**src/rtl/fbfl_pkg.sv**
```systemverilog
// Shared constants, codes and types for the fixed block free list allocator.
// No dependencies; all other files of the block but fbfl_queue import it.
package fbfl_pkg;

   localparam int ADDR_PORT_W = 32;
   localparam int OP_W        = 2;
   localparam int STATUS_W    = 3;
   localparam int LIVE_W      = 9;
   localparam int BLK_W       = 17;
   localparam int COUNT_W     = 9;
   localparam int CSR_IDX_W   = 2;
   localparam int CSR_DATA_W  = 32;
   localparam int KIND_W      = 2;

   localparam logic [BLK_W-1:0]   MIN_BLOCK_BYTES = 17'd16;
   localparam logic [BLK_W-1:0]   BLK_RESET       = 17'd16;
   localparam logic [COUNT_W-1:0] COUNT_RESET     = 9'd256;

   // request operations
   localparam logic [OP_W-1:0] OP_ALLOC = 2'd0;
   localparam logic [OP_W-1:0] OP_FREE  = 2'd1;
   localparam logic [OP_W-1:0] OP_RESET = 2'd2;

   // result status codes
   localparam logic [STATUS_W-1:0] STATUS_OK        = 3'd0;
   localparam logic [STATUS_W-1:0] STATUS_EXHAUSTED = 3'd1;
   localparam logic [STATUS_W-1:0] STATUS_NULL      = 3'd2;
   localparam logic [STATUS_W-1:0] STATUS_RANGE     = 3'd3;
   localparam logic [STATUS_W-1:0] STATUS_MISALIGN  = 3'd4;

   // work kinds handed from the front end to the back end
   localparam logic [KIND_W-1:0] KIND_ALLOC  = 2'd0;
   localparam logic [KIND_W-1:0] KIND_PUSH   = 2'd1;
   localparam logic [KIND_W-1:0] KIND_RELINK = 2'd2;
   localparam logic [KIND_W-1:0] KIND_REPORT = 2'd3;

   // register indexes
   localparam logic [CSR_IDX_W-1:0] REG_POOL_BASE     = 2'd0;
   localparam logic [CSR_IDX_W-1:0] REG_BLOCK_BYTES   = 2'd1;
   localparam logic [CSR_IDX_W-1:0] REG_BLOCKS_IN_USE = 2'd2;

   typedef struct packed {
      logic [KIND_W-1:0]   kind;
      logic [STATUS_W-1:0] status;
   } fbfl_cmd_type;

   // pool base and effective (clamped) block size
   typedef struct packed {
      logic [ADDR_PORT_W-1:0] pool_base;
      logic [BLK_W-1:0]       block_bytes;
   } fbfl_cfg_type;

endpackage

```
**src/rtl/fbfl_if.sv**
```systemverilog
// Request and response channel interfaces of the free list allocator.
// Depends on fbfl_pkg for the payload widths.
interface fbfl_req_if;
   import fbfl_pkg::*;

   logic                   valid;
   logic                   ready;
   logic [OP_W-1:0]        operation;
   logic [ADDR_PORT_W-1:0] release_address;

   modport source (output valid, output operation, output release_address, input ready);
   modport sink   (input valid, input operation, input release_address, output ready);
endinterface

interface fbfl_rsp_if;
   import fbfl_pkg::*;

   logic                   valid;
   logic                   ready;
   logic [ADDR_PORT_W-1:0] block_address;
   logic [STATUS_W-1:0]    status;
   logic [LIVE_W-1:0]      live_count;

   modport source (output valid, output block_address, output status, output live_count,
                   input ready);
   modport sink   (input valid, input block_address, input status, input live_count,
                   output ready);
endinterface

```
**src/rtl/fbfl_queue.sv**
```systemverilog
// Two-entry queue between the front end and the back end of the allocator.
// Depends on nothing beyond its width parameter.
module fbfl_queue #(
   parameter int WIDTH = 1
) (
   input  logic             clock,
   input  logic             reset,
   input  logic             push,
   input  logic [WIDTH-1:0] push_data,
   output logic             full,
   input  logic             pop,
   output logic             pop_valid,
   output logic [WIDTH-1:0] pop_data
);
   localparam int DEPTH = 2;
   localparam int PTRW  = $clog2(DEPTH);
   localparam int CNTW  = $clog2(DEPTH + 1);

   logic [WIDTH-1:0] entry_ff [DEPTH];
   logic [PTRW-1:0]  wr_ptr_ff, wr_ptr_in;
   logic [PTRW-1:0]  rd_ptr_ff, rd_ptr_in;
   logic [CNTW-1:0]  cnt_ff, cnt_in;

   assign full      = (cnt_ff == CNTW'(DEPTH));
   assign pop_valid = (cnt_ff != '0);
   assign pop_data  = entry_ff[rd_ptr_ff];

   always_comb begin
      wr_ptr_in = push ? PTRW'(wr_ptr_ff + 1'b1) : wr_ptr_ff;
      rd_ptr_in = pop  ? PTRW'(rd_ptr_ff + 1'b1) : rd_ptr_ff;
      cnt_in    = cnt_ff;
      if (push && !pop) begin
         cnt_in = CNTW'(cnt_ff + 1'b1);
      end else if (pop && !push) begin
         cnt_in = CNTW'(cnt_ff - 1'b1);
      end
   end

   always_ff @(posedge clock) begin
      if (reset) begin
         wr_ptr_ff <= '0;
         rd_ptr_ff <= '0;
         cnt_ff    <= '0;
      end else begin
         wr_ptr_ff <= wr_ptr_in;
         rd_ptr_ff <= rd_ptr_in;
         cnt_ff    <= cnt_in;
      end
   end

   always_ff @(posedge clock) begin
      if (push) begin
         entry_ff[wr_ptr_ff] <= push_data;
      end
   end

endmodule

```
**src/rtl/fbfl_front.sv**
```systemverilog
// Front end: takes requests, checks free addresses against the pool span
// and queues the work. Depends on fbfl_pkg and fbfl_if.
module fbfl_front #(
   parameter int MAX_BLOCKS = 256,
   parameter int ADDR_WIDTH = 32
) (
   input  logic                                                 clock,
   input  logic                                                 reset,
   fbfl_req_if.sink                                             req_ch,
   input  fbfl_pkg::fbfl_cfg_type                               cfg,
   input  logic [$clog2(MAX_BLOCKS+1)-1:0]                      eff_count,
   input  logic                                                 cfg_write,
   input  logic                                                 q_full,
   output logic                                                 q_push,
   output fbfl_pkg::fbfl_cmd_type                               q_cmd,
   output logic [fbfl_pkg::BLK_W+$clog2(MAX_BLOCKS+1)-1:0]      q_offset
);
   import fbfl_pkg::*;

   localparam int LINKW = $clog2(MAX_BLOCKS + 1);
   localparam int SPANW = BLK_W + LINKW;
   localparam int CMPW  = (ADDR_WIDTH > SPANW) ? ADDR_WIDTH : SPANW;

   logic                   stg_valid_ff, stg_valid_in;
   logic [OP_W-1:0]        stg_op_ff;
   logic [ADDR_PORT_W-1:0] stg_addr_ff;
   logic [SPANW-1:0]       span_ff, span_in;
   logic                   stale_ff;
   logic [ADDR_WIDTH-1:0]  offset;
   logic                   in_range;
   logic                   accept;

   // registered span lags a register write: hold the stage until it settles
   assign q_push       = stg_valid_ff && !q_full && !stale_ff;
   assign req_ch.ready = !stg_valid_ff || q_push;
   assign accept       = req_ch.valid && req_ch.ready;
   assign stg_valid_in = accept || (stg_valid_ff && !q_push);

   assign span_in  = {{LINKW{1'b0}}, cfg.block_bytes} * {{BLK_W{1'b0}}, eff_count};
   assign offset   = ADDR_WIDTH'(stg_addr_ff) - ADDR_WIDTH'(cfg.pool_base);
   assign in_range = CMPW'(offset) < CMPW'(span_ff);
   assign q_offset = SPANW'(offset);

   always_comb begin
      q_cmd.kind   = KIND_REPORT;
      q_cmd.status = STATUS_OK;
      case (stg_op_ff)
         OP_ALLOC: begin
            q_cmd.kind = KIND_ALLOC;
         end
         OP_FREE: begin
            if (stg_addr_ff == '0) begin
               q_cmd.status = STATUS_NULL;
            end else if (!in_range) begin
               q_cmd.status = STATUS_RANGE;
            end else begin
               q_cmd.kind = KIND_PUSH;
            end
         end
         OP_RESET: begin
            q_cmd.kind = KIND_RELINK;
         end
         default: begin
            q_cmd.kind = KIND_REPORT;
         end
      endcase
   end

   always_ff @(posedge clock) begin
      if (reset) begin
         stg_valid_ff <= 1'b0;
         stale_ff     <= 1'b1;
      end else begin
         stg_valid_ff <= stg_valid_in;
         stale_ff     <= cfg_write;
      end
   end

   always_ff @(posedge clock) begin
      span_ff <= span_in;
      if (accept) begin
         stg_op_ff   <= req_ch.operation;
         stg_addr_ff <= req_ch.release_address;
      end
   end

endmodule

```
**src/rtl/fbfl_div.sv**
```systemverilog
// Restoring divider: block index and exactness of a pool offset, one
// quotient bit per cycle. Depends on fbfl_pkg.
module fbfl_div #(
   parameter int MAX_BLOCKS = 256
) (
   input  logic                                            clock,
   input  logic                                            reset,
   input  logic                                            start,
   input  logic [fbfl_pkg::BLK_W+$clog2(MAX_BLOCKS+1)-1:0] num,
   input  logic [fbfl_pkg::BLK_W-1:0]                      den,
   output logic                                            done,
   output logic                                            exact,
   output logic [$clog2(MAX_BLOCKS)-1:0]                   quot
);
   import fbfl_pkg::*;

   localparam int IDXW  = $clog2(MAX_BLOCKS);
   localparam int LINKW = $clog2(MAX_BLOCKS + 1);
   localparam int SPANW = BLK_W + LINKW;
   localparam int SW    = (IDXW > 1) ? $clog2(IDXW) : 1;

   logic             active_ff, active_in;
   logic             done_ff, done_in;
   logic [SW-1:0]    step_ff, step_in;
   logic [SPANW-1:0] rem_ff, rem_in;
   logic [SPANW-1:0] trial_ff, trial_in;
   logic [IDXW-1:0]  quot_ff, quot_in;
   logic             fits;

   assign fits  = (rem_ff >= trial_ff);
   assign done  = done_ff;
   assign exact = (rem_ff == '0);
   assign quot  = quot_ff;

   always_comb begin
      active_in = active_ff;
      done_in   = 1'b0;
      step_in   = step_ff;
      rem_in    = rem_ff;
      trial_in  = trial_ff;
      quot_in   = quot_ff;
      if (start) begin
         active_in = 1'b1;
         step_in   = SW'(IDXW - 1);
         rem_in    = num;
         trial_in  = {{LINKW{1'b0}}, den} << (IDXW - 1);
         quot_in   = '0;
      end else if (active_ff) begin
         if (fits) begin
            rem_in = rem_ff - trial_ff;
         end
         quot_in  = IDXW'(quot_ff << 1) | IDXW'(fits);
         trial_in = trial_ff >> 1;
         if (step_ff == '0) begin
            active_in = 1'b0;
            done_in   = 1'b1;
         end else begin
            step_in = SW'(step_ff - 1'b1);
         end
      end
   end

   always_ff @(posedge clock) begin
      if (reset) begin
         active_ff <= 1'b0;
         done_ff   <= 1'b0;
      end else begin
         active_ff <= active_in;
         done_ff   <= done_in;
      end
   end

   always_ff @(posedge clock) begin
      step_ff  <= step_in;
      rem_ff   <= rem_in;
      trial_ff <= trial_in;
      quot_ff  <= quot_in;
   end

endmodule

```
**src/rtl/fbfl_back.sv**
```systemverilog
// Back end: owns the link store, list head and allocated count, executes
// queued work and drives the response register. Depends on fbfl_pkg,
// fbfl_if and fbfl_div.
module fbfl_back #(
   parameter int MAX_BLOCKS = 256,
   parameter int ADDR_WIDTH = 32
) (
   input  logic                                            clock,
   input  logic                                            reset,
   input  fbfl_pkg::fbfl_cfg_type                          cfg,
   input  logic [$clog2(MAX_BLOCKS+1)-1:0]                 eff_count,
   input  logic                                            q_valid,
   input  fbfl_pkg::fbfl_cmd_type                          q_cmd,
   input  logic [fbfl_pkg::BLK_W+$clog2(MAX_BLOCKS+1)-1:0] q_offset,
   output logic                                            q_pop,
   fbfl_rsp_if.source                                      rsp_ch
);
   import fbfl_pkg::*;

   localparam int IDXW  = $clog2(MAX_BLOCKS);
   localparam int LINKW = $clog2(MAX_BLOCKS + 1);
   localparam int PRODW = IDXW + BLK_W;
   localparam int RESET_N = (MAX_BLOCKS < int'(COUNT_RESET)) ? MAX_BLOCKS : int'(COUNT_RESET);
   localparam logic [LINKW-1:0] LIST_END = LINKW'(MAX_BLOCKS);
   localparam logic [LINKW-1:0] LAST_IDX = LINKW'(MAX_BLOCKS - 1);

   localparam logic [2:0] ST_IDLE   = 3'd0;
   localparam logic [2:0] ST_ALLOC  = 3'd1;
   localparam logic [2:0] ST_DIV    = 3'd2;
   localparam logic [2:0] ST_RELINK = 3'd3;
   localparam logic [2:0] ST_DONE   = 3'd4;

   logic [2:0]             state_ff, state_in;
   logic [LINKW-1:0]       head_ff, head_in;
   logic [LINKW-1:0]       total_ff, total_in;
   logic [LINKW-1:0]       ctr_ff, ctr_in;
   logic [LINKW-1:0]       relink_n_ff, relink_n_in;
   logic                   relink_rsp_ff, relink_rsp_in;
   logic [ADDR_PORT_W-1:0] res_addr_ff, res_addr_in;
   logic [STATUS_W-1:0]    res_status_ff, res_status_in;
   logic                   rsp_valid_ff, rsp_valid_in;
   logic [ADDR_PORT_W-1:0] rsp_addr_ff;
   logic [STATUS_W-1:0]    rsp_status_ff;
   logic [LIVE_W-1:0]      rsp_live_ff;
   logic                   rsp_load;
   logic                   out_free;

   logic [LINKW-1:0]       link_mem [MAX_BLOCKS];
   logic [LINKW-1:0]       rd_data_ff;
   logic                   mem_we;
   logic [IDXW-1:0]        mem_waddr;
   logic [LINKW-1:0]       mem_wdata;

   logic [PRODW-1:0]       prod_ff;
   logic [ADDR_WIDTH-1:0]  alloc_sum;
   logic [LINKW-1:0]       ctr_next;
   logic                   head_empty;

   logic                   div_start;
   logic                   div_done;
   logic                   div_exact;
   logic [IDXW-1:0]        div_quot;

   fbfl_div #(
      .MAX_BLOCKS (MAX_BLOCKS)
   ) u_div (
      .clock (clock),
      .reset (reset),
      .start (div_start),
      .num   (q_offset),
      .den   (cfg.block_bytes),
      .done  (div_done),
      .exact (div_exact),
      .quot  (div_quot)
   );

   assign out_free   = !rsp_valid_ff || rsp_ch.ready;
   assign head_empty = (head_ff >= LIST_END);
   assign alloc_sum  = ADDR_WIDTH'(cfg.pool_base) + ADDR_WIDTH'(prod_ff);
   assign ctr_next   = LINKW'(ctr_ff + 1'b1);

   assign rsp_ch.valid         = rsp_valid_ff;
   assign rsp_ch.block_address = rsp_addr_ff;
   assign rsp_ch.status        = rsp_status_ff;
   assign rsp_ch.live_count    = rsp_live_ff;

   always_comb begin
      state_in      = state_ff;
      head_in       = head_ff;
      total_in      = total_ff;
      ctr_in        = ctr_ff;
      relink_n_in   = relink_n_ff;
      relink_rsp_in = relink_rsp_ff;
      res_addr_in   = res_addr_ff;
      res_status_in = res_status_ff;
      mem_we        = 1'b0;
      mem_waddr     = ctr_ff[IDXW-1:0];
      mem_wdata     = (ctr_next < relink_n_ff) ? ctr_next : LIST_END;
      div_start     = 1'b0;
      q_pop         = 1'b0;
      rsp_load      = 1'b0;
      case (state_ff)
         ST_IDLE: begin
            if (q_valid) begin
               q_pop       = 1'b1;
               res_addr_in = '0;
               case (q_cmd.kind)
                  KIND_ALLOC: begin
                     if (head_empty) begin
                        res_status_in = STATUS_EXHAUSTED;
                        state_in      = ST_DONE;
                     end else begin
                        state_in = ST_ALLOC;
                     end
                  end
                  KIND_PUSH: begin
                     div_start = 1'b1;
                     state_in  = ST_DIV;
                  end
                  KIND_RELINK: begin
                     ctr_in        = '0;
                     relink_n_in   = eff_count;
                     relink_rsp_in = 1'b1;
                     state_in      = ST_RELINK;
                  end
                  default: begin
                     res_status_in = q_cmd.status;
                     state_in      = ST_DONE;
                  end
               endcase
            end
         end
         ST_ALLOC: begin
            // pop the head: link word and product were read off the old head
            head_in       = rd_data_ff;
            res_addr_in   = ADDR_PORT_W'(alloc_sum);
            res_status_in = STATUS_OK;
            if (total_ff < LIST_END) begin
               total_in = LINKW'(total_ff + 1'b1);
            end
            state_in = ST_DONE;
         end
         ST_DIV: begin
            if (div_done) begin
               if (div_exact) begin
                  mem_we        = 1'b1;
                  mem_waddr     = div_quot;
                  mem_wdata     = head_ff;
                  head_in       = LINKW'(div_quot);
                  res_status_in = STATUS_OK;
                  if (total_ff != '0) begin
                     total_in = LINKW'(total_ff - 1'b1);
                  end
               end else begin
                  res_status_in = STATUS_MISALIGN;
               end
               state_in = ST_DONE;
            end
         end
         ST_RELINK: begin
            mem_we = 1'b1;
            ctr_in = ctr_next;
            if (ctr_ff == LAST_IDX) begin
               head_in       = '0;
               total_in      = '0;
               res_addr_in   = '0;
               res_status_in = STATUS_OK;
               relink_rsp_in = 1'b0;
               state_in      = relink_rsp_ff ? ST_DONE : ST_IDLE;
            end
         end
         ST_DONE: begin
            if (out_free) begin
               rsp_load = 1'b1;
               state_in = ST_IDLE;
            end
         end
         default: begin
            state_in = ST_IDLE;
         end
      endcase
      rsp_valid_in = rsp_load || (rsp_valid_ff && !rsp_ch.ready);
   end

   always_ff @(posedge clock) begin
      if (reset) begin
         state_ff      <= ST_RELINK;
         head_ff       <= '0;
         total_ff      <= '0;
         ctr_ff        <= '0;
         relink_n_ff   <= LINKW'(RESET_N);
         relink_rsp_ff <= 1'b0;
         rsp_valid_ff  <= 1'b0;
      end else begin
         state_ff      <= state_in;
         head_ff       <= head_in;
         total_ff      <= total_in;
         ctr_ff        <= ctr_in;
         relink_n_ff   <= relink_n_in;
         relink_rsp_ff <= relink_rsp_in;
         rsp_valid_ff  <= rsp_valid_in;
      end
   end

   always_ff @(posedge clock) begin
      res_addr_ff   <= res_addr_in;
      res_status_ff <= res_status_in;
      prod_ff       <= {{IDXW{1'b0}}, cfg.block_bytes} * {{BLK_W{1'b0}}, head_ff[IDXW-1:0]};
      if (rsp_load) begin
         rsp_addr_ff   <= res_addr_ff;
         rsp_status_ff <= res_status_ff;
         rsp_live_ff   <= LIVE_W'(total_ff);
      end
   end

   // link store: one write port, registered read at the list head
   always_ff @(posedge clock) begin
      if (mem_we) begin
         link_mem[mem_waddr] <= mem_wdata;
      end
      rd_data_ff <= link_mem[head_ff[IDXW-1:0]];
   end

   a_head_bound: assert property (@(posedge clock) disable iff (reset)
      head_ff <= LIST_END)
      else $error("list head beyond end mark");

   a_total_bound: assert property (@(posedge clock) disable iff (reset)
      total_ff <= LIST_END)
      else $error("allocated count above pool capacity");

   a_total_step: assert property (@(posedge clock) disable iff (reset)
      $past(!reset) |-> (total_ff == $past(total_ff) || total_ff == '0 ||
                         total_ff == LINKW'($past(total_ff) + 1'b1) ||
                         total_ff == LINKW'($past(total_ff) - 1'b1)))
      else $error("allocated count moved by more than one");

   a_done_responds: assert property (@(posedge clock) disable iff (reset)
      (state_ff == ST_DONE && out_free) |=> (rsp_valid_ff && state_ff == ST_IDLE))
      else $error("finished request did not reach the response register");

endmodule

```
**src/rtl/fixed_block_free_list_allocator.sv**
```systemverilog
// Fixed-size block pool with a last-in-first-out free list threaded through a
// link store of MAX_BLOCKS entries. A request is registered in the front
// stage, where frees are range checked, and then waits in a two-entry queue
// for the back end, which owns the link store (one write port) and runs one
// request at a time. In the back end an allocate does a registered link
// read and index multiply, then the address add; a free runs the divider
// that yields the block index and the alignment check, which retires one
// bit a cycle; a pool reset, the relink, rewrites the whole store at one
// link-store write a cycle; null, out-of-range and unused requests go
// straight to the response.
// After reset the back end relinks the whole store before it serves the
// first request; requests and register writes are taken meanwhile. After
// a register write, a request in the front stage is held there while the
// pool span is recomputed.
module fixed_block_free_list_allocator #(
   parameter int MAX_BLOCKS = 256,
   parameter int ADDR_WIDTH = 32
) (
   input  logic                                clock,
   input  logic                                reset,
   fbfl_req_if.sink                            req_ch,
   fbfl_rsp_if.source                          rsp_ch,
   input  logic                                csr_we,
   input  logic [fbfl_pkg::CSR_IDX_W-1:0]      csr_index,
   input  logic [fbfl_pkg::CSR_DATA_W-1:0]     csr_wdata
);
   import fbfl_pkg::*;

   localparam int LINKW  = $clog2(MAX_BLOCKS + 1);
   localparam int SPANW  = BLK_W + LINKW;
   localparam int CMPC_W = (LINKW > COUNT_W) ? LINKW : COUNT_W;
   localparam int QW     = $bits(fbfl_cmd_type) + SPANW;

   logic [ADDR_PORT_W-1:0] pool_base_ff;
   logic [BLK_W-1:0]       block_bytes_ff;
   logic [COUNT_W-1:0]     blocks_in_use_ff;

   fbfl_cfg_type           cfg;
   logic [CMPC_W-1:0]      count_ext;
   logic [LINKW-1:0]       eff_count;

   logic                   f_push;
   fbfl_cmd_type           f_cmd;
   logic [SPANW-1:0]       f_offset;
   logic                   q_full;
   logic                   q_pop;
   logic                   q_valid;
   logic [QW-1:0]          q_head;
   fbfl_cmd_type           b_cmd;
   logic [SPANW-1:0]       b_offset;

   always_ff @(posedge clock) begin
      if (reset) begin
         pool_base_ff     <= '0;
         block_bytes_ff   <= BLK_RESET;
         blocks_in_use_ff <= COUNT_RESET;
      end else if (csr_we) begin
         case (csr_index)
            REG_POOL_BASE:     pool_base_ff     <= csr_wdata;
            REG_BLOCK_BYTES:   block_bytes_ff   <= csr_wdata[BLK_W-1:0];
            REG_BLOCKS_IN_USE: blocks_in_use_ff <= csr_wdata[COUNT_W-1:0];
            default: begin
            end
         endcase
      end
   end

   // clamp block size up to the minimum and block count into 1..MAX_BLOCKS
   always_comb begin
      cfg.pool_base   = pool_base_ff;
      cfg.block_bytes = (block_bytes_ff < MIN_BLOCK_BYTES) ? MIN_BLOCK_BYTES
                                                           : block_bytes_ff;
      count_ext = CMPC_W'(blocks_in_use_ff);
      if (count_ext == '0) begin
         eff_count = LINKW'(1);
      end else if (count_ext > CMPC_W'(MAX_BLOCKS)) begin
         eff_count = LINKW'(MAX_BLOCKS);
      end else begin
         eff_count = LINKW'(count_ext);
      end
   end

   fbfl_front #(
      .MAX_BLOCKS (MAX_BLOCKS),
      .ADDR_WIDTH (ADDR_WIDTH)
   ) u_front (
      .clock     (clock),
      .reset     (reset),
      .req_ch    (req_ch),
      .cfg       (cfg),
      .eff_count (eff_count),
      .cfg_write (csr_we),
      .q_full    (q_full),
      .q_push    (f_push),
      .q_cmd     (f_cmd),
      .q_offset  (f_offset)
   );

   fbfl_queue #(
      .WIDTH (QW)
   ) u_queue (
      .clock     (clock),
      .reset     (reset),
      .push      (f_push),
      .push_data ({f_cmd, f_offset}),
      .full      (q_full),
      .pop       (q_pop),
      .pop_valid (q_valid),
      .pop_data  (q_head)
   );

   assign {b_cmd, b_offset} = q_head;

   fbfl_back #(
      .MAX_BLOCKS (MAX_BLOCKS),
      .ADDR_WIDTH (ADDR_WIDTH)
   ) u_back (
      .clock     (clock),
      .reset     (reset),
      .cfg       (cfg),
      .eff_count (eff_count),
      .q_valid   (q_valid),
      .q_cmd     (b_cmd),
      .q_offset  (b_offset),
      .q_pop     (q_pop),
      .rsp_ch    (rsp_ch)
   );

endmodule

```
**src/flat_wrapper.sv**
```systemverilog
// flat-port wrapper written by rule: the top's interface ports become plain ports
module fixed_block_free_list_allocator_flat import fbfl_pkg::*;
#(
   parameter int MAX_BLOCKS = 256,
   parameter int ADDR_WIDTH = 32
)
  (clock, reset, csr_we, csr_index, csr_wdata, req_ch_valid, req_ch_operation, req_ch_release_address, req_ch_ready, rsp_ch_valid, rsp_ch_block_address, rsp_ch_status, rsp_ch_live_count, rsp_ch_ready);
  fbfl_req_if req_ch_i ();
  fbfl_rsp_if rsp_ch_i ();
  input  logic clock;
  input  logic reset;
  input  logic csr_we;
  input  logic [fbfl_pkg::CSR_IDX_W-1:0] csr_index;
  input  logic [fbfl_pkg::CSR_DATA_W-1:0] csr_wdata;
  input wire logic [$bits(req_ch_i.valid)-1:0] req_ch_valid;
  input wire logic [$bits(req_ch_i.operation)-1:0] req_ch_operation;
  input wire logic [$bits(req_ch_i.release_address)-1:0] req_ch_release_address;
  output wire logic [$bits(req_ch_i.ready)-1:0] req_ch_ready;
  output wire logic [$bits(rsp_ch_i.valid)-1:0] rsp_ch_valid;
  output wire logic [$bits(rsp_ch_i.block_address)-1:0] rsp_ch_block_address;
  output wire logic [$bits(rsp_ch_i.status)-1:0] rsp_ch_status;
  output wire logic [$bits(rsp_ch_i.live_count)-1:0] rsp_ch_live_count;
  input wire logic [$bits(rsp_ch_i.ready)-1:0] rsp_ch_ready;
  assign req_ch_i.valid = req_ch_valid;
  assign req_ch_i.operation = req_ch_operation;
  assign req_ch_i.release_address = req_ch_release_address;
  assign req_ch_ready = req_ch_i.ready;
  assign rsp_ch_valid = rsp_ch_i.valid;
  assign rsp_ch_block_address = rsp_ch_i.block_address;
  assign rsp_ch_status = rsp_ch_i.status;
  assign rsp_ch_live_count = rsp_ch_i.live_count;
  assign rsp_ch_i.ready = rsp_ch_ready;
  fixed_block_free_list_allocator #(.MAX_BLOCKS(MAX_BLOCKS), .ADDR_WIDTH(ADDR_WIDTH)) u_core (.clock(clock), .reset(reset), .req_ch(req_ch_i), .rsp_ch(rsp_ch_i), .csr_we(csr_we), .csr_index(csr_index), .csr_wdata(csr_wdata));
endmodule
```
**config.mk**
```make
export PLATFORM = sky130hd
export DESIGN_NAME = fixed_block_free_list_allocator_flat
export DESIGN_NICKNAME = d
export VERILOG_FILES = /design/src/rtl/fbfl_pkg.sv /design/src/rtl/fbfl_if.sv /design/src/rtl/fbfl_queue.sv /design/src/rtl/fbfl_front.sv /design/src/rtl/fbfl_div.sv /design/src/rtl/fbfl_back.sv /design/src/rtl/fixed_block_free_list_allocator.sv /design/src/flat_wrapper.sv
export SDC_FILE = /design/constraint.sdc
export NUM_CORES = 2
export LEC_CHECK = 0
export BUFFER_PORTS_ARGS = -buffer_cell sky130_fd_sc_hd__buf_4
export CORE_UTILIZATION = 28
export CTS_CLUSTER_DIAMETER = 120
export DETAILED_ROUTE_END_ITERATION = 8
export GPL_TIMING_DRIVEN = 1
export PLACE_DENSITY_LB_ADDON = 0.3
export SLEW_MARGIN = 20
export SYNTH_ARGS = -nofsm -noshare
export SYNTH_HDL_FRONTEND = slang
export SYNTH_HIERARCHICAL = 1
export SYNTH_SLANG_ARGS = --single-unit
```
**constraint.sdc**
```tcl
create_clock -name clock -period 20.7 [get_ports clock]
set_input_delay 2.07 -clock clock [delete_from_list [all_inputs] [get_ports clock]]
set_output_delay 2.07 -clock clock [all_outputs]
set_load 0.01 [all_outputs]
```
==> results.toml <==
[floorplanning]
start_util = 0.2812
ios = 119
die_area_um2 = 424600
die_w_um = 651.6
rows = 238
core_um2 = 420200
dieHeight_um = 651.6

[worst_setup_path]
crit_buf_inv = 3
cp-start-kind = "flip-flop"
worstPathArrival_ns = 7.34
worstPathMaxFanout = 20
crit_type = "reg2reg"
cpPeakStageDelay_ns = 0.86
rr_worst_depth = 20
critPathSlowestCell = "dfxtp_1"
cp.depth = 20
r2r_start = "u_core/block_bytes_ff[11]$_SDFFE_PP0P_"
cp_top_family = "adder cells"
r2r-end = "u_core/u_back/prod_ff[23]$_DFF_P_"
crit_path_end_kind = "flip-flop"
cp_cell_sequence = "nor4_1 -> nand4_1 -> and2_1 -> nand2_1 -> fa_1 -> fa_1 -> inv_1 -> fa_1 -> inv_1 -> fa_1 -> inv_1 -> ha_1 -> a21o_1 -> a21oi_1 -> a21boi_0 -> o21ai_0 -> a21oi_1 -> o31ai_1 -> o21ai_0 -> xor2_1"
crit_path_frequent_cell = "fa_1"
required_ns = 21.38
r2r_slack_ns = 14.04

[sta]
fmax_mhz = 150.1
slew_headroom = 0.2275
hold_viol = 0
fin_crit_sh = 0.3217
grt_setup_unrepaired = "false"
finalClockSkew_ns = 0.08040
worst_pin_slew_ns = 1.154
tns_ns = 0
maxSlewViolCount = 0
setup_viol = 0
fin_crit_ns = 6.660

[cts]
cts_buffers = 289
ctsResizeCount = 0
post_cts_buffers = 0
cts_buffer_depth = 4
htreeDepth = 5
clock_latency_ns = 0.87
path_clk_slew_ns = 0.06
cts_hold_buf = 0
cts_tree = "done"
cts_sinks = 2708
clock-root-buffer = "clkbuf_16"

[placement]
portBuffers = 118
hpwl_um = 202900
placed_cell_area_um2 = 125800
place.gp.congestion = 0.8235

[pwr]
power_frac_comb = 0.030
p_switching_mw = 2.416
clockPowerShare = 0.440
p_sw_frac = 0.2121
peakVddDrop_v = 0.00006318
p_int_mw = 8.978
seq_power_share = 0.531
powerDensity_nw_per_um2 = 84.38
leakagePower_nw = 43.40

[drt]
avgRoutedWirePerCell_um = 24.70
dr.pass1.iters = 7
wl_um = 317500
drtIter0Drc = 5700
vias = 62360
via_per_inst = 4.851
ant_nets = 0
drc_errors = 0

[worst_hold_path]
hp-class = "reg2reg"
whs_path_depth = 0
holdPathEnd = "u_core/u_back/rsp_ch.block_address[19]$_DFFE_PP_"
min-delay-start = "u_core/u_back/res_addr_ff[19]$_SDFFCE_PN0P_"

[final_layout]
drive_gt1_frac = 0.2094
fin_area_um2 = 135000
nets = 7476
multi_input_area_um2 = 35980
n_fill_cell = 40380
regArea_um2 = 79480
area_delta_synth_final_pct = 14.28
layout_common_cells = "edfxtp_1, mux4_2, nor2_1, inv_1, nand2_1"
layout_commonest_cell = "edfxtp_1"

[synth]
yosysSeqAreaShare = 0.6725
synth-main-ff-cell = "edfxtp_1"
ys_ff_latch = 2708
syn-cell-area_um2 = 118200
synth_area_per_cell_um2 = 17.41
syn_inst = 6785
ys_types = 96
yosys_warnings = 6
synth_edf_count = 2522
async_reset_ff_frac = 0
syn-num-nets = 7277

[grt]
grt_pass1_vias = 63510
antenna_found_initial = 12
grt_pass1_wl_um = 459000
grt_usage = 0.1461
grt_start_max_net_pins = 229
grt-ovfl-total = 0

[status]
outcome = "finished, final reports clean"

[run]
drv_cap = 0
kinds of logic after synthesis:
| logic type | synth area share |
|---|---|
| xor+xnor | 0.008302 |
| flops | 0.6725 |
| mux | 0.1500 |
| fa+ha+maj | 0.05708 |
| buf+inv | 0.02476 |
| simple gates | 0.05566 |
| compound gates | 0.03167 |
| other cells | 0.00003174 |
metrics by stage:
stage | cells | util | hold slack [ns] | setup WS (ns) | total power [mW]
floorplan | 6785 | - | 0.4003 | 6.050 | 6.381
global placement | 12330 | 0.2994 | 0.4036 | 14.02 | 6.489
detailed placement | 12330 | 0.2995 | 0.4052 | 13.98 | 6.501
CTS | 12850 | 0.3210 | 0.4201 | 13.96 | 11.52
global route | 12850 | 0.3213 | 0.4230 | 13.47 | 11.74
finish | 12860 | 0.3214 | 0.4176 | 14.04 | 11.39
layout make-up:
type,instances,share of cell area
clock buffers,347,0.05688
clock inverters,170,0.01021
multi-input cells,3354,0.2665
repair buffers,240,0.01459
inverters,391,0.01087
diodes,5,0.00009266
well taps,5640,0.05226
flip-flops and latches,2708,0.5886
synth_stat cells (5+ instances only):
master	count	share of area
dfxtp_1	186	0.032
mux4_2	738	0.14
o22ai_1	13	0.00069
nand3_1	55	0.0023
o31ai_1	11	0.00070
o211ai_1	18	0.0011
nor4_1	25	0.0013
o21bai_1	14	0.00089
a21boi_0	8	0.00051
a21oi_1	217	0.0092
inv_1	391	0.012
buf_6	5	0.00048
a31oi_1	18	0.00095
nor2_1	425	0.014
clkbuf_1	203	0.0064
nand4_1	22	0.0012
edfxtp_1	2522	0.64
a211oi_1	30	0.0019
and3_1	27	0.0014
buf_1	25	0.00079
o2111ai_1	6	0.00044
fa_1	200	0.034
buf_2	81	0.0034
buf_4	17	0.0011
or3_1	12	0.00064
nand2_1	386	0.012
a211o_1	7	0.00052
a22oi_1	11	0.00070
nand3b_1	14	0.00089
nor2b_1	26	0.0014
a21o_1	54	0.0034
mux2_2	36	0.0034
mux2i_1	68	0.0058
xor2_1	44	0.0033
and2_1	204	0.011
or2_2	28	0.0015
nor3_1	73	0.0031
xnor2_1	68	0.0050
nor3b_1	11	0.00070
o21ai_0	114	0.0048
ha_1	219	0.023
nand2b_1	49	0.0026
o21a_1	24	0.0015
power by group through the flow:
stage / combinational (mW) / clock (mW) / sequential (mW)
after floorplan: 0.177 / 0 / 6.20
after global placement: 0.326 / 0 / 6.16
after detailed placement: 0.337 / 0 / 6.16
after CTS: 0.339 / 5.13 / 6.05
after global routing: 0.366 / 5.32 / 6.05
final: 0.338 / 5.01 / 6.05
worst max path at each step:
| stage | startpoint | to | slack (ns) |
|---|---|---|---|
| 2_1_floorplan | u_core/u_back/ctr_ff[1]$_SDFFE_PP0P_ | u_core/u_back/link_mem[0][0]$_DFFE_PP_ | 6.05 |
| 3_3_place_gp | u_core/block_bytes_ff[6]$_SDFFE_PP0P_ | u_core/u_back/prod_ff[23]$_DFF_P_ | 14.02 |
| 3_5_place_dp | u_core/block_bytes_ff[11]$_SDFFE_PP0P_ | u_core/u_back/prod_ff[23]$_DFF_P_ | 13.98 |
| 4_1_cts | u_core/block_bytes_ff[11]$_SDFFE_PP0P_ | u_core/u_back/prod_ff[23]$_DFF_P_ | 13.96 |
| 5_1_grt | u_core/block_bytes_ff[11]$_SDFFE_PP0P_ | u_core/u_back/prod_ff[23]$_DFF_P_ | 13.47 |
| 6_report | u_core/block_bytes_ff[11]$_SDFFE_PP0P_ | u_core/u_back/prod_ff[23]$_DFF_P_ | 14.04 |
metal layers:
layer / vias up / share of wire / GRT usage
met2: 1929 / 0.47 / 0.2330
met5: - / 0.000091 / 0
li1: 26690 / - / -
met3: 396 / 0.055 / 0.02176
met4: 4 / 0.023 / 0.03627
met1: 33350 / 0.45 / 0.2090
sequential cells by signal (all words and copies together), names as in the netlist, 17 cells and up, named ones only:
| register | cells |
|---|---|
| u_core/u_back/u_div/trial_ff | 24 |
| u_core/u_front/span_ff | 26 |
| u_core/u_back/res_addr_ff | 32 |
| u_core/u_queue/entry_ff | 62 |
| u_core/u_back/prod_ff | 25 |
| u_core/u_back/u_div/rem_ff | 26 |
| u_core/u_back/rsp_ch.block_address | 32 |
| u_core/u_front/stg_addr_ff | 32 |
| u_core/pool_base_ff | 32 |
| u_core/block_bytes_ff | 17 |
| u_core/u_back/link_mem | 2304 |
Power figures use the tool's default switching activity.
